[config.mk]
export PLATFORM = sky130hd
export DESIGN_NAME = aabb_ctrl
export DESIGN_NICKNAME = d
export VERILOG_FILES = /design/src/design/aabb_pkg.sv /design/src/design/aabb_ctrl.sv
export SDC_FILE = /design/constraint.sdc
export NUM_CORES = 1
export LEC_CHECK = 0
export BUFFER_PORTS_ARGS = -buffer_cell sky130_fd_sc_hd__buf_2
export CAP_MARGIN = 20
export CORE_AREA = 4 4 41 43
export DETAILED_ROUTE_END_ITERATION = 10
export DIE_AREA = 0 0 45 47
export SKIP_LAST_GASP = 1
export SYNTH_ARGS = -nofsm -noshare
export SYNTH_HDL_FRONTEND = slang
export SYNTH_SLANG_ARGS = --single-unit
export TNS_END_PERCENT = 20
[constraint.sdc]
create_clock -name clk -period 1.3 [get_ports clk]
set_input_delay 0.26 -clock clk [delete_from_list [all_inputs] [get_ports clk]]
set_output_delay 0.26 -clock clk [all_outputs]
set_load 0.02 [all_outputs]
[src/design/aabb_pkg.sv]
// ============================================================================
// aabb_pkg
// Shared types, constants and helpers for the box push-out resolver: item
// structs, register indexes, controller states and datapath commands.
// ============================================================================
package aabb_pkg;

  // Box table depth and derived widths
  localparam int MAX_BOXES = 64;
  localparam int IDX_W     = (MAX_BOXES > 1) ? $clog2(MAX_BOXES) : 1;
  localparam int CNT_W     = $clog2(MAX_BOXES + 1);

  // Coordinate and register widths
  localparam int COORD_W = 32;
  localparam int EXT_W   = 35;   // room for coord +/- extent +/- margin
  localparam int HW_W    = 16;
  localparam int H_W     = 17;
  localparam int M_W     = 8;
  localparam int CFG_W   = 17;
  localparam int CFG_A_W = 2;

  // Register reset values (Q.8)
  localparam logic [HW_W-1:0] HW_RST = HW_W'(6400);
  localparam logic [H_W-1:0]  H_RST  = H_W'(12800);
  localparam logic [M_W-1:0]  M_RST  = M_W'(26);

  // Configuration register indexes
  localparam logic [CFG_A_W-1:0] CFG_HALF_WIDTH  = 2'd0;
  localparam logic [CFG_A_W-1:0] CFG_BOX_HEIGHT  = 2'd1;
  localparam logic [CFG_A_W-1:0] CFG_PUSH_MARGIN = 2'd2;

  // Opcodes
  localparam logic OP_ADD     = 1'b0;
  localparam logic OP_RESOLVE = 1'b1;

  // Result status codes
  localparam logic ST_DONE = 1'b0;
  localparam logic ST_FULL = 1'b1;

  typedef struct packed {
    logic                      opcode;
    logic signed [COORD_W-1:0] cur_x;
    logic signed [COORD_W-1:0] cur_y;
    logic signed [COORD_W-1:0] cur_z;
    logic signed [COORD_W-1:0] prev_x;
    logic signed [COORD_W-1:0] prev_y;
    logic signed [COORD_W-1:0] prev_z;
  } in_item_t;

  typedef struct packed {
    logic signed [COORD_W-1:0] out_x;
    logic signed [COORD_W-1:0] out_y;
    logic signed [COORD_W-1:0] out_z;
    logic                      status;
  } out_item_t;

  // One stored box
  typedef struct packed {
    logic signed [COORD_W-1:0] min_x;
    logic signed [COORD_W-1:0] min_y;
    logic signed [COORD_W-1:0] min_z;
    logic signed [COORD_W-1:0] max_x;
    logic signed [COORD_W-1:0] max_y;
    logic signed [COORD_W-1:0] max_z;
  } box_t;

  // Controller states
  typedef enum logic [3:0] {
    S_IDLE,
    S_ADD,
    S_RD,
    S_XMIN,
    S_XMAX,
    S_ZMIN,
    S_ZMAX,
    S_YMIN,
    S_YMAX,
    S_OUT
  } state_t;

  // Which face rule the datapath applies this cycle
  typedef enum logic [2:0] {
    RULE_XMIN,
    RULE_XMAX,
    RULE_ZMIN,
    RULE_ZMAX,
    RULE_YMIN,
    RULE_YMAX
  } rule_t;

  typedef struct packed {
    logic  load;     // capture the accepted item
    logic  add_wr;   // store the box, bump the count
    logic  rd_en;    // fetch a box into the read register
    logic  step;     // advance to the next box
    logic  push_en;  // apply the selected face rule
    rule_t rule;
  } dp_cmd_t;

  typedef struct packed {
    logic tbl_empty;
    logic last_box;
  } dp_stat_t;

  // Clamp a wide signed value into the signed 32-bit range
  function automatic logic signed [COORD_W-1:0] sat32(input logic signed [EXT_W-1:0] v);
    logic signed [COORD_W-1:0] r;
    if (v[EXT_W-1:COORD_W-1] == '0 || v[EXT_W-1:COORD_W-1] == '1) begin
      r = v[COORD_W-1:0];
    end else if (v[EXT_W-1]) begin
      r = {1'b1, {(COORD_W-1){1'b0}}};
    end else begin
      r = {1'b0, {(COORD_W-1){1'b1}}};
    end
    return r;
  endfunction

endpackage

[src/design/aabb_ctrl.sv]
// ============================================================================
// aabb_ctrl
// Controller for the push-out resolver: sequences add and resolve items and
// walks the box table six face rules per box.
// ============================================================================
module aabb_ctrl (
  input  logic               clk,
  input  logic               rst_n,
  input  logic               start,
  input  logic               in_opcode,
  input  aabb_pkg::dp_stat_t stat,
  output aabb_pkg::dp_cmd_t  cmd,
  output logic               busy,
  output logic               out_valid
);

  aabb_pkg::state_t state_r;
  aabb_pkg::state_t state_nxt;

  // State register
  always_ff @(posedge clk) begin
    if (!rst_n) begin
      state_r <= aabb_pkg::S_IDLE;
    end else begin
      state_r <= state_nxt;
    end
  end

  // Next state
  always_comb begin
    state_nxt = state_r;
    case (state_r)
      aabb_pkg::S_IDLE: begin
        if (start) begin
          if (in_opcode == aabb_pkg::OP_ADD) begin
            state_nxt = aabb_pkg::S_ADD;
          end else if (stat.tbl_empty) begin
            state_nxt = aabb_pkg::S_OUT;
          end else begin
            state_nxt = aabb_pkg::S_RD;
          end
        end
      end
      aabb_pkg::S_ADD:  state_nxt = aabb_pkg::S_OUT;
      aabb_pkg::S_RD:   state_nxt = aabb_pkg::S_XMIN;
      aabb_pkg::S_XMIN: state_nxt = aabb_pkg::S_XMAX;
      aabb_pkg::S_XMAX: state_nxt = aabb_pkg::S_ZMIN;
      aabb_pkg::S_ZMIN: state_nxt = aabb_pkg::S_ZMAX;
      aabb_pkg::S_ZMAX: state_nxt = aabb_pkg::S_YMIN;
      aabb_pkg::S_YMIN: state_nxt = aabb_pkg::S_YMAX;
      aabb_pkg::S_YMAX: begin
        state_nxt = stat.last_box ? aabb_pkg::S_OUT : aabb_pkg::S_XMIN;
      end
      aabb_pkg::S_OUT:  state_nxt = aabb_pkg::S_IDLE;
      default:          state_nxt = aabb_pkg::S_IDLE;
    endcase
  end

  // Outputs and datapath commands
  always_comb begin
    cmd       = '0;
    cmd.rule  = aabb_pkg::RULE_XMIN;
    busy      = 1'b1;
    out_valid = 1'b0;
    case (state_r)
      aabb_pkg::S_IDLE: begin
        busy     = 1'b0;
        cmd.load = start;
      end
      aabb_pkg::S_ADD: cmd.add_wr = 1'b1;
      aabb_pkg::S_RD:  cmd.rd_en  = 1'b1;
      aabb_pkg::S_XMIN: begin
        cmd.push_en = 1'b1;
        cmd.rule    = aabb_pkg::RULE_XMIN;
      end
      aabb_pkg::S_XMAX: begin
        cmd.push_en = 1'b1;
        cmd.rule    = aabb_pkg::RULE_XMAX;
      end
      aabb_pkg::S_ZMIN: begin
        cmd.push_en = 1'b1;
        cmd.rule    = aabb_pkg::RULE_ZMIN;
      end
      aabb_pkg::S_ZMAX: begin
        cmd.push_en = 1'b1;
        cmd.rule    = aabb_pkg::RULE_ZMAX;
      end
      aabb_pkg::S_YMIN: begin
        cmd.push_en = 1'b1;
        cmd.rule    = aabb_pkg::RULE_YMIN;
      end
      aabb_pkg::S_YMAX: begin
        cmd.push_en = 1'b1;
        cmd.rule    = aabb_pkg::RULE_YMAX;
        // prefetch the next box while finishing this one
        cmd.rd_en   = !stat.last_box;
        cmd.step    = !stat.last_box;
      end
      aabb_pkg::S_OUT: out_valid = 1'b1;
      default: busy = 1'b1;
    endcase
  end

  // Checks
  a_strobe_single: assert property (@(posedge clk) disable iff (!rst_n)
    out_valid |=> !out_valid)
    else $error("result strobe lasted more than one cycle");

  a_idle_after_out: assert property (@(posedge clk) disable iff (!rst_n)
    out_valid |=> !busy)
    else $error("block still busy after delivering a result");

  // a resolve on an empty table strobes right away, still busy
  a_busy_after_start: assert property (@(posedge clk) disable iff (!rst_n)
    (start && !busy) |=> busy)
    else $error("accepted item did not make the block busy");

endmodule

==> impl_metrics.csv <==
group,metric,value,unit
synth,ys_ff_latch,4,
floorplanning,ios,16,
clock_network,clk_latency,0.24,ns
finish,regMostFlops,"state_r",
timing,fin_setup_tns,-1.67,ns
timing,post-route-period-util,1.15,
setup_path,critPathKind,"reg2out",
route,wl_per_cell,11.9,um
timing,min_period,1.49,ns
clock_network,root_buffer,"clkbuf_4",
clock_network,cts_tree,"done",
floorplanning,die-height,47,um
pwr,power_density,1820,nW/um^2
grt,antenna_found_initial,0,
synth,synth_area,352,um^2
setup_path,critPathMaxFanout,8,
synth,ys_seq_area_frac,0.228,
timing,max_freq,0.671,GHz
route,vias,439,
route,ant_nets,0,
floorplanning,start_util,0.270,
timing,clock_skew,0.00553,ns
place,port_buffers,15,
finish,largest_register_ffs,4,
finish,antennaDiodeCount,0,
flow_run,max_cap_viol_count,0,
grt,grt_pass1_wl,1750,um
clock_network,clock_sinks,4,
place,post-place-cells,82,
place,place_area,500,um^2
setup_path,cp_top_family,"flip-flops",
finish,fin_cells,91,
finish,reg_top3,"state_r: 4 flops",
floorplanning,die_w,45,um
grt,first_global_vias,425,
status,violations,"setup timing",
setup_path,crit_slowest_cell,"dfxtp_4",
setup_path,startpoint_type,"register",
synth,synth.net_count,52,
setup_path,critPathBufInv,3,
finish,fin_area,613,um^2
timing,holdWs,0.306,ns
grt,grt_max_degree,11,
route,via_per_inst,4.82,
setup_path,crit_chain,"nor4_4, buf_4, inv_4, buf_6",
finish,fin_nets,84,
setup_path,critPathArrivalTime,1.23,ns
route,first_iter_violations,9,
timing,setup_violations,13,
timing,tightest_slew,0.244,ns
status,status,"finished, violations left",
setup_path,required,1.04,ns
synth,yosysUniqueCellTypes,25,
pwr,ir_worst_vdd,0.000538,V
finish,layout-drive-gt1-share,0.579,
finish,area_growth_syn_to_layout,74.4,%
floorplanning,rows,13,
place,place_hpwl,756,um
clock_network,htreeDepth,1,
synth,synthCells,46,
timing,hold_violations,0,
clock_network,clock_path_buffers,2,
clock_network,clk_pin_slew_worst_paths,0.04,ns
timing,grt_setup_unrepaired,"true",
grt,grt_overflow,0,
route,drc,0,
floorplanning,core,1300,um^2
route,firstDrtPassIters,2,
grt,grt_usage,0.113,
route,routed_wl,1080,um
pwr,leakagePower,0.000317,uW
timing,finalMaxSlewViolations,0,
place,gp_congestion,0.837,
hold_path,hp-class,"in2reg",
floorplanning,dieArea,2120,um^2
synth,synth_warnings,0,
setup_path,slowest_delay,0.38,ns
setup_path,end_kind,"primary output",
timing,layout_setup_ws,-0.191,ns
timing,max-slew-margin-rel,0.837,
clock_network,cts_buffers,3,
synth,syn_area_per_cell,7.64,um^2
==> stage by stage <==
| stage | setup WS [ns] | utilization | total power (uW) |
|---|---|---|---|
| finish | -0.191 | 0.471 | 1110 |
| global route | -0.242 | 0.471 | 1190 |
| CTS | -0.275 | 0.427 | 1000 |
| detailed placement | -0.0837 | 0.385 | 770 |
| global placement | -0.0841 | 0.385 | 763 |
| floorplan | -0.0635 | - | 558 |
==> metal layers <==
layer | up-vias | track usage | share of wire
met5 | - | 0 | 0
met4 | 0 | 0.0175 | 0
met3 | 0 | 0.0536 | 0.085
met2 | 16 | 0.189 | 0.48
met1 | 200 | 0.134 | 0.43
li1 | 223 | - | -
==> cells in the final DEF, fill, tap and decap left out, drive strengths merged <==
master   n
a21oi    2
a31oi    2
and2     2
and3     1
and3b    1
and4b    1
buf     31
clkbuf   3
dfxtp    4
inv      4
nand2    3
nand3    2
nand3b   2
nor2     4
nor2b    3
nor3b    1
nor4     1
nor4b    1
o211ai   1
o21ai    4
o31ai    1
xnor2    1
xor2     1
==> Yosys cell counts <==
library cell / number / area share
o211ai_2: 1 / 0.036
and2_1: 2 / 0.036
inv_1: 3 / 0.032
dfxtp_1: 4 / 0.23
nor2_1: 4 / 0.043
xor2_1: 1 / 0.025
nand2_1: 3 / 0.032
a21oi_1: 2 / 0.028
buf_2: 3 / 0.043
nor4b_1: 1 / 0.025
and4b_1: 1 / 0.028
a31oi_1: 2 / 0.036
nand3_1: 2 / 0.028
nor2b_1: 3 / 0.053
xnor2_1: 1 / 0.025
o31ai_2: 1 / 0.036
nor3b_1: 1 / 0.021
o21ai_1: 1 / 0.014
and3_1: 1 / 0.018
buf_6: 1 / 0.032
and3b_1: 1 / 0.025
nand3b_1: 2 / 0.043
o21ai_0: 3 / 0.043
nor4_4: 1 / 0.060
inv_2: 1 / 0.011
==> power breakdown <==
part | switching [uW] | internal, uW
logic | 345 | 391
clock network | 55.2 | 104
registers | 62.7 | 158
total | 462 | 652
==> layout make-up <==
type,count,area (um^2)
Clock buffer,3,22.5
Fill cell,142,688
Inverter,4,17.5
Multi-Input combinational cell,34,244
Sequential cell,4,90.1
Tap cell,15,18.8
Timing Repair Buffer,31,220
==> worst paths after layout <==
path / start / end / slack [ns] / depth (start not counted)
hold reg to reg: state_r[3]$_SDFFE_PN0P_ / state_r[2]$_SDFFE_PN0P_ / 0.65 / 2
setup reg to reg: state_r[2]$_SDFFE_PN0P_ / state_r[0]$_SDFFE_PN0P_ / -0.16 / 6
setup / recovery: state_r[2]$_SDFFE_PN0P_ / busy / -0.19 / 4
hold / removal: rst_n / state_r[2]$_SDFFE_PN0P_ / 0.31 / 2
==> cell families after synthesis <==
group | share of synthesized area
simple gates | 0.413
buf+inv | 0.117
flops | 0.228
xor+xnor | 0.0498
compound gates | 0.192
==> repair_timing <==
action                                  CTS  global route
endpoints found under the setup margin   12            13
hold buffers                              0             0
buffers inserted                          2             4
hold endpoints to repair                  0             0
pin swaps                                 2             2
resized for setup                         8             9
==> worst reg2reg max path, stage by stage, from the launching register on <==
cell and delay (ns):
dfxtp_4 0.38, nor4_4 0.29, buf_4 0.17, buf_4 0.10, buf_4 0.10, nand3b_1 0.10, and4b_1 0.21
Note: power is estimated with default switching activity, not from simulation.
